--- config.mk ---
export PLATFORM = sky130hd
export DESIGN_NAME = io_expander_shadow_debounce
export DESIGN_NICKNAME = d
export VERILOG_FILES = /design/src/design/iosd_pkg.sv /design/src/design/io_expander_shadow_debounce.sv /design/src/design/iosd_in_reg.sv /design/src/design/iosd_core.sv /design/src/design/iosd_out_reg.sv
export SDC_FILE = /design/constraint.sdc
export NUM_CORES = 1
export LEC_CHECK = 0
export ABC_AREA = 1
export ABC_CLOCK_PERIOD_IN_PS = 21600
export BUFFER_PORTS_ARGS = -buffer_cell sky130_fd_sc_hd__buf_2
export CORE_ASPECT_RATIO = 1.5
export CORE_MARGIN = 2
export CORE_UTILIZATION = 45
export CTS_CLUSTER_DIAMETER = 30
export DETAILED_ROUTE_END_ITERATION = 8
export GPL_TIMING_DRIVEN = 0
export PLACE_DENSITY_LB_ADDON = 0.3
export SKIP_LAST_GASP = 1
export SLEW_MARGIN = 0
export SYNTH_ARGS = -nofsm -noshare
export SYNTH_HDL_FRONTEND = slang
export SYNTH_HIERARCHICAL = 1
export SYNTH_SLANG_ARGS = --single-unit
--- constraint.sdc ---
create_clock -name clk -period 21.6 [get_ports clk]
set_clock_uncertainty 0.1 [all_clocks]
set_input_delay 2.16 -clock clk [delete_from_list [all_inputs] [get_ports clk]]
set_output_delay 2.16 -clock clk [all_outputs]
set_load 0.02 [all_outputs]
--- src/design/iosd_pkg.sv ---
// ----------------------------------------------------------------------------
// iosd_pkg: shared types and constants for the I/O expander shadow block
// Word width, opcodes, the request and result records, and the pin mask helper.
// ----------------------------------------------------------------------------
package iosd_pkg;

  localparam int WORD_BITS     = 40;
  localparam int PIN_COUNT_DEF = 40;
  localparam int IDX_BITS      = 6;

  typedef logic [WORD_BITS-1:0] word_t;

  typedef enum logic {
    OP_SAMPLE  = 1'b0,
    OP_SET_PIN = 1'b1
  } op_t;

  typedef struct packed {
    op_t                 op;
    word_t               raw_pins;
    logic [IDX_BITS-1:0] pin_index;
    logic                pin_level;
  } item_t;

  typedef struct packed {
    word_t drive_word;
    word_t shadow_word;
    word_t settled_word;
    word_t fell_low;
  } result_t;

  // Bits of pins that exist: below both the pin count and the word width.
  function automatic word_t pin_mask(input int pin_count);
    word_t m;
    m = '0;
    for (int i = 0; i < WORD_BITS; i++) begin
      m[i] = (i < pin_count);
    end
    return m;
  endfunction

endpackage

--- src/design/io_expander_shadow_debounce.sv ---
// ----------------------------------------------------------------------------
// io_expander_shadow_debounce: pin shadow and debounce for an I/O expander
// Keeps the pin shadow, a direction register and a per-pin debounce counter.
// ----------------------------------------------------------------------------
// Usage:
// Requests enter on the in_ channel (valid/ready). A sample request masks
// in_raw_pins with the direction bits, steps the debounce counters and
// refreshes the input bits of the shadow. A set-pin request writes one
// output bit of the shadow. Each request gives exactly one result on the
// out_ channel: drive word, shadow, debounced state and newly-low pins.
// The direction register is written through cfg_wr_en/cfg_wr_data; the user
// must do so only while the block is idle, which the block does not enforce.
// An accepted request is loaded into the input register, and its state
// update is then written into the result register, raising out_valid.
// Throughput is one request per cycle while the receiver does not stall,
// set by the single state update.
// Reset clears the direction register, shadow, debounce state and both
// valid flags. When the receiver stalls the result register holds, the
// input register fills next, and in_ready drops once both are occupied.
// ----------------------------------------------------------------------------
module io_expander_shadow_debounce #(
  parameter int PIN_COUNT = iosd_pkg::PIN_COUNT_DEF
) (
  input  logic                          clk,
  input  logic                          rst_n,
  input  logic                          cfg_wr_en,
  input  iosd_pkg::word_t               cfg_wr_data,
  input  logic                          in_valid,
  output logic                          in_ready,
  input  logic                          in_op,
  input  iosd_pkg::word_t               in_raw_pins,
  input  logic [iosd_pkg::IDX_BITS-1:0] in_pin_index,
  input  logic                          in_pin_level,
  output logic                          out_valid,
  input  logic                          out_ready,
  output iosd_pkg::word_t               out_drive_word,
  output iosd_pkg::word_t               out_shadow_word,
  output iosd_pkg::word_t               out_settled_word,
  output iosd_pkg::word_t               out_fell_low
);
  import iosd_pkg::*;

  item_t   in_item, item;
  result_t res, out_res;
  logic    item_valid, res_ready, fire;

  assign in_item.op        = op_t'(in_op);
  assign in_item.raw_pins  = in_raw_pins;
  assign in_item.pin_index = in_pin_index;
  assign in_item.pin_level = in_pin_level;

  assign fire = item_valid && res_ready;

  iosd_in_reg u_in_reg (
    .clk        (clk),
    .rst_n      (rst_n),
    .in_valid   (in_valid),
    .in_ready   (in_ready),
    .in_item    (in_item),
    .item_valid (item_valid),
    .item_take  (fire),
    .item       (item)
  );

  iosd_core #(
    .PIN_COUNT (PIN_COUNT)
  ) u_core (
    .clk         (clk),
    .rst_n       (rst_n),
    .cfg_wr_en   (cfg_wr_en),
    .cfg_wr_data (cfg_wr_data),
    .fire        (fire),
    .item        (item),
    .result      (res)
  );

  iosd_out_reg u_out_reg (
    .clk       (clk),
    .rst_n     (rst_n),
    .res_valid (item_valid),
    .res_ready (res_ready),
    .res       (res),
    .out_valid (out_valid),
    .out_ready (out_ready),
    .out_res   (out_res)
  );

  assign out_drive_word   = out_res.drive_word;
  assign out_shadow_word  = out_res.shadow_word;
  assign out_settled_word = out_res.settled_word;
  assign out_fell_low     = out_res.fell_low;

endmodule

--- src/design/iosd_in_reg.sv ---
// ----------------------------------------------------------------------------
// iosd_in_reg: input request register
// Captures one request per cycle while the core keeps taking them, and holds each until the core takes it.
// ----------------------------------------------------------------------------
module iosd_in_reg (
  input  logic           clk,
  input  logic           rst_n,
  input  logic           in_valid,
  output logic           in_ready,
  input  iosd_pkg::item_t in_item,
  output logic           item_valid,
  input  logic           item_take,
  output iosd_pkg::item_t item
);
  import iosd_pkg::*;

  logic  valid_r, valid_nxt;
  item_t item_r;

  assign in_ready = !valid_r || item_take;

  always_comb begin
    valid_nxt = valid_r;
    if (in_ready) begin
      valid_nxt = in_valid;
    end
  end

  always_ff @(posedge clk) begin
    if (!rst_n) begin
      valid_r <= 1'b0;
    end else begin
      valid_r <= valid_nxt;
    end
  end

  always_ff @(posedge clk) begin
    if (in_valid && in_ready) begin
      item_r <= in_item;
    end
  end

  assign item_valid = valid_r;
  assign item       = item_r;

endmodule

--- src/design/iosd_core.sv ---
// ----------------------------------------------------------------------------
// iosd_core: pin shadow, direction register and vertical-counter debounce
// Updates the shadow and debounce state for one request and forms its result in the same cycle.
// ----------------------------------------------------------------------------
module iosd_core #(
  parameter int PIN_COUNT = iosd_pkg::PIN_COUNT_DEF
) (
  input  logic             clk,
  input  logic             rst_n,
  input  logic             cfg_wr_en,
  input  iosd_pkg::word_t  cfg_wr_data,
  input  logic             fire,
  input  iosd_pkg::item_t  item,
  output iosd_pkg::result_t result
);
  import iosd_pkg::*;

  localparam word_t PinMask = pin_mask(PIN_COUNT);

  word_t dir_r;
  word_t shadow_r, shadow_nxt;
  word_t deb_r, deb_nxt;
  word_t hi_r, hi_nxt;
  word_t lo_r, lo_nxt;

  word_t dir, masked, diff, flips, fell, bit_sel;

  always_comb begin
    dir        = dir_r & PinMask;
    masked     = item.raw_pins & dir;
    diff       = (masked ^ deb_r) & PinMask;
    shadow_nxt = shadow_r;
    deb_nxt    = deb_r;
    hi_nxt     = hi_r;
    lo_nxt     = lo_r;
    flips      = '0;
    fell       = '0;
    // The shift leaves zero for an index at or past the word width.
    bit_sel    = (word_t'(1) << item.pin_index) & PinMask;
    case (item.op)
      OP_SAMPLE: begin
        // Two-bit counter per pin; agreeing pins clear, a wrap flips the pin.
        hi_nxt     = (hi_r ^ lo_r) & diff;
        lo_nxt     = ~lo_r & diff;
        flips      = diff & ~hi_nxt & ~lo_nxt;
        deb_nxt    = (deb_r ^ flips) & PinMask;
        fell       = flips & ~deb_nxt;
        shadow_nxt = ((shadow_r & ~dir) | masked) & PinMask;
      end
      OP_SET_PIN: begin
        if ((bit_sel & ~dir) != '0) begin
          shadow_nxt = item.pin_level ? (shadow_r | bit_sel) : (shadow_r & ~bit_sel);
        end
      end
      default: begin
        shadow_nxt = shadow_r;
      end
    endcase
  end

  always_ff @(posedge clk) begin
    if (!rst_n) begin
      dir_r    <= '0;
      shadow_r <= '0;
      deb_r    <= '0;
      hi_r     <= '0;
      lo_r     <= '0;
    end else begin
      if (cfg_wr_en) begin
        dir_r <= cfg_wr_data;
      end
      if (fire) begin
        shadow_r <= shadow_nxt;
        deb_r    <= deb_nxt;
        hi_r     <= hi_nxt;
        lo_r     <= lo_nxt;
      end
    end
  end

  assign result.drive_word   = shadow_nxt & ~dir;
  assign result.shadow_word  = shadow_nxt;
  assign result.settled_word = deb_nxt;
  assign result.fell_low     = fell;

endmodule

--- src/design/iosd_out_reg.sv ---
// ----------------------------------------------------------------------------
// iosd_out_reg: result register
// Holds one finished result until the receiver takes it.
// ----------------------------------------------------------------------------
module iosd_out_reg (
  input  logic              clk,
  input  logic              rst_n,
  input  logic              res_valid,
  output logic              res_ready,
  input  iosd_pkg::result_t res,
  output logic              out_valid,
  input  logic              out_ready,
  output iosd_pkg::result_t out_res
);
  import iosd_pkg::*;

  logic    valid_r, valid_nxt;
  result_t res_r;

  assign res_ready = !valid_r || out_ready;

  always_comb begin
    valid_nxt = valid_r;
    if (res_ready) begin
      valid_nxt = res_valid;
    end
  end

  always_ff @(posedge clk) begin
    if (!rst_n) begin
      valid_r <= 1'b0;
    end else begin
      valid_r <= valid_nxt;
    end
  end

  always_ff @(posedge clk) begin
    if (res_valid && res_ready) begin
      res_r <= res;
    end
  end

  assign out_valid = valid_r;
  assign out_res   = res_r;

endmodule

Word level (Yosys, flattened, before mapping)
Cells that the tools add are included.
Cells by class
  shifts and indexed selects: 1
  muxes and demuxes: 4
  bitwise logic cells: 22
  reductions and logical operators: 8
Operator list (number)
  $and 40x40->40: 10
  $not 40->40: 6
  $mux 40: 3
  $xor 40x40->40: 3
  $or 40x40->40: 2
  $pmux 40 s2: 1
  $reduce_bool 40->1: 1
  $shl 1x6->40 const A: 1
  $logic_and 1x1->1: 2
  $logic_not 1->1: 2
  $logic_or 1x1->1: 2
  $reduce_and 2->1: 1
  $not 1->1: 1
Word-level totals
  flip-flop bits (word level): 410
  input port bits: 93
  output and inout port bits: 162
  word-level logic and storage cells: 50

Depth between registers and ports, before layout
  word-level depth: 9
  depth in mapped cells: 16

Cells and area by module
Netlist, hierarchy kept.
Modules (own cells, without submodules)
  iosd_core: times used 1, cells each 1860, area each 12278.0 µm², sequential area each 4003.8 µm²
  iosd_out_reg: times used 1, cells each 167, area each 4855.9 µm², sequential area each 4824.6 µm²
  iosd_in_reg: times used 1, cells each 55, area each 1492.7 µm², sequential area each 1461.4 µm²
  io_expander_shadow_debounce: times used 1, cells each 2, area each 7.5 µm², sequential area each 0.0 µm²

Worst setup path before layout
No wires, ideal clock.
  path type: input-to-reg
  start point: input port out_ready
  end point: register u_out_reg.res_r (netlist bit u_out_reg/out_res[0]) (enable)
  setup time: 734 ps
  arrival time: 9801 ps
  required time: 20766 ps
  setup slack: 10965 ps
  stages on the path: 2
  buffers on the path: 0
  path through: inv_2 a21oi_1
Between the ends
  cells in the longest elaborated chain, start to end: 2
Ends and longest elaborated chain
  start: declaration: RTL line io_expander_shadow_debounce.sv:35  | input logic out_ready,
  $logic_or 1x1->1: RTL line iosd_out_reg.sv:20  | assign res_ready = !valid_r || out_ready;
  $logic_and 1x1->1: RTL line iosd_out_reg.sv:38  | if (res_valid && res_ready) begin
  end signal: assignment: RTL line iosd_out_reg.sv:39  | res_r <= res;
  end: declaration: RTL line iosd_out_reg.sv:18  | result_t res_r;
Every way passes these cells.
A chain may end at the register's enable or synchronous reset.

Worst setup path after layout
  start point: input port out_ready
  end point: output port in_ready
Between the ends
  cells in the longest elaborated chain, start to end: 3
Ends and longest elaborated chain
  $logic_or 1x1->1: RTL line iosd_out_reg.sv:20
  net res_ready: RTL line io_expander_shadow_debounce.sv:45  | logic item_valid, res_ready, fire;
  $logic_and 1x1->1: RTL line io_expander_shadow_debounce.sv:52  | assign fire = item_valid && res_ready;
  net fire: RTL line io_expander_shadow_debounce.sv:45
  $logic_or 1x1->1: RTL line iosd_in_reg.sv:20  | assign in_ready = !valid_r || item_take;
  end: declaration: RTL line io_expander_shadow_debounce.sv:29  | output logic in_ready,
The timed path passes the listed nets, and every way through them passes these cells.

==> impl_metrics.csv <==
group,metric,value,unit
status,status,"completed",
floorplan,dieHeight,253,um
cells_and_area,area_delta_synth_final,21.6,%
global_route,grt_pass1_vias,15600,
clock_network,post_cts_buffers,0,
pwr,power,2.08,mW
global_route,track_usage,0.266,
floorplan,start_util,0.455,
hold_path,worst_hold_path.num_cells,2,
global_route,grt_pass1_wl,86200,um
logic_synthesis,ys_top_cells_by_count,"nand2_1 (387), inv_1 (258), edfxtp_1 (208), dfxtp_1 (202), o21ai_0 (181)",
worst_setup_path,cp_top_family,"buffers and inverters",
detailed_routing,drt_iter0_markers,1019,
timing,fin_setup_tns,0,ns
clock_network,cts_buffer_depth,3,
logic_synthesis,synth-warning-count,6,
placement,place_inst,2855,
worst_setup_path,critPathMaxStageDelay,0.16,ns
timing,hold_viol,0,
detailed_routing,dr.pass1.iters,7,
clock_network,cts_tree,"yes",
timing,max_slew.worst_pin.slew,0.958,ns
logic_synthesis,synth.area.top_cells,"edfxtp_1 (34%), dfxtp_1 (22%), nand2_1 (7.8%)",
timing,setup_slack,16.52,ns
pwr,p_leak,9.56,nW
global_route,antenna_found_initial,0,
timing,min_period,5.08,ns
worst_setup_path,start_kind,"primary input",
logic_synthesis,async_flop_share,0,
clock_network,cts_resized,0,
timing,max_freq,0.197,GHz
clock_network,cts_sinks,410,
worst_setup_path,worstSetupPathType,"in2out",
detailed_routing,avgViaCountPerCell,5.23,
worst_setup_path,crit_buf_inv,5,
logic_synthesis,synth_edf_count,208,
hold_path,worstHoldStart,"u_core/deb_r[0]",
logic_synthesis,synth_top_area_cell,"edfxtp_1",
worst_setup_path,rrSetupSlack,18.53,ns
cells_and_area,utilization,0.553,
worst_setup_path,setup.worst_path.end_class,"output pin",
clock_network,cts_hold_buf,0,
worst_setup_path,critPathSlowestCell,"buf_2",
cells_and_area,num_antenna_cells,0,
hold_path,hold_path_end,"u_core/deb_r[0]",
cells_and_area,layout-drive-gt1-share,0.201,
logic_synthesis,synthCells,2084,
floorplan,dieArea,0.0431,mm2
worst_setup_path,crit_fanout,2,
detailed_routing,ant_nets,0,
clock_network,cts_root_buf,"clkbuf_16",
logic_synthesis,netlist_area,0.0186,mm2
floorplan,rows,91,
worst_setup_path,reg2reg_depth,12,
timing,finalCritPeriodShare,0.235,
placement,dp_slack,16.52,ns
placement,place_hpwl,44400,um
global_route,grt_overflow,0,
run,cap_violations,0,
pwr,peakVddDrop,0.0000606,V
floorplan,die_x,170,um
logic_synthesis,synth_fp_nets,2217,
global_route,grt_start_max_net_pins,34,
timing,rsz0062_at_grt,"false",
clock_network,cts_made_buffers,58,
floorplan,io_pins,255,
worst_setup_path,r2r-start,"u_in_reg/item[1]",
placement,io_buffers,254,
logic_synthesis,ys_types,30,
floorplan,coreArea,0.0410,mm2
logic_synthesis,syn-mean-instance-area,8.94,um2
detailed_routing,remaining_drc_errors,0,
cells_and_area,fin_cells,2965,
logic_synthesis,ys_seq_area_frac,0.552,
timing,slew_violations,0,
clock_network,clk_pin_slew,0.05,ns
clock_network,htree_levels,2,
worst_setup_path,cp.required,19.34,ns
hold_path,hold_path_class,"reg2reg",
logic_synthesis,synth_top_flop_cell,"edfxtp_1",
pwr,power.density,91.7,mW/mm2
detailed_routing,wirelength,57500,um
logic_synthesis,post-synth-top-count-cell,"nand2_1",
logic_synthesis,synth_top_area_frac,0.335,
detailed_routing,wl_per_cell,19.4,um
clock_network,clkLatencyLatePin,0.60,ns
worst_setup_path,crit_chain,"buf_2 -> inv_2 -> nand2_2 -> nand2_1 -> inv_1 -> inv_2 -> nand2_2 -> buf_2",
worst_setup_path,arrival,2.82,ns
logic_synthesis,synth-seq-cells,410,
worst_setup_path,crit_start,"out_ready",
detailed_routing,vias,15500,
timing,finalSetupViolCount,0,
cells_and_area,nets,2537,
placement,place_congestion,0.917,
worst_setup_path,r2r_end,"u_out_reg/out_res[159]",
timing,slew_headroom,0.360,
==> cells in the final DEF (no fill, tap or decap), types with 60 or more instances in the layout <==
cell / count
inv_1: 258
edfxtp_1: 208
buf_2: 261
clkbuf_1: 74
nand3_1: 60
a21oi_1: 155
o21ai_0: 181
nor2_1: 176
xor2_1: 66
dfxtp_1: 202
nand2_1: 387
==> worst max-delay path by stage <==
stage,endpoint,cells after the start,slack [ns]
detailed placement,in_ready,8,16.52
finish,in_ready,8,16.52
global placement,u_out_reg/out_res[16],3,7.86
global route,in_ready,8,16.47
floorplan,u_out_reg/out_res[0],2,10.97
CTS,in_ready,8,16.52
==> registers in the layout (all words and copies together) (netlist names) <==
signal and count:
u_core/deb_r 40, u_core/dir 40, u_core/hi_r 40, u_core/lo_r 40
u_core/shadow_r 40, u_in_reg/item 48, u_in_reg/item_valid 1, u_out_reg/out_res 160
u_out_reg/out_valid 1
==> power by group <==
part	internal [mW]	switching, mW	total [mW]
clock network	0.550	0.386	0.936
logic	0.0726	0.173	0.246
registers	0.873	0.0234	0.896
==> metrics by stage <==
step           instance area [um2]  hold WS (ns)
6_report                     22700         0.399
5_1_grt                      22700         0.422
4_1_cts                      22700         0.399
3_5_place_dp                 20700         0.392
3_3_place_gp                 20500         0.379
2_1_floorplan                18600         0.368
==> worst reg2reg max path, cell delays in order (launching register included) <==
cell and delay (ns):
edfxtp_1 0.38, buf_6 0.16, inv_2 0.11, nand3_2 0.08, nor2_1 0.49, nand3_1 0.40
nand4_1 0.32, nor2_1 0.11, nand3_2 0.15, buf_6 0.19, nand2_2 0.08, nand3_2 0.09
a21oi_1 0.14
==> cell families after synthesis <==
logic type,synth area share
xor gates and xnor gates,0.0310
DFF,0.552
and+or+nand+nor,0.211
adders and majority gates,0.0269
AOI/OAI and AO/OA,0.0988
buffers and inverters,0.0796
==> per-layer routing <==
layer,track usage,vias up,share of wire,wire (um)
li1,-,7543,-,-
met1,0.303,7368,0.38,22000
met2,0.494,471,0.53,30300
met3,0.0289,128,0.044,2540
met4,0.123,0,0.045,2610
met5,0,-,0,0
==> cell type report <==
class | count | area (um2)
Tap cell | 511 | 639
Sequential cell | 410 | 10300
Multi-Input combinational cell | 1304 | 6880
Clock inverter | 47 | 483
Inverter | 269 | 1010
Fill cell | 3731 | 18300
Clock buffer | 63 | 1480
Buffer | 101 | 474
Timing Repair Buffer | 260 | 1400
No activity file was read; power rests on OpenSTA's default activity.
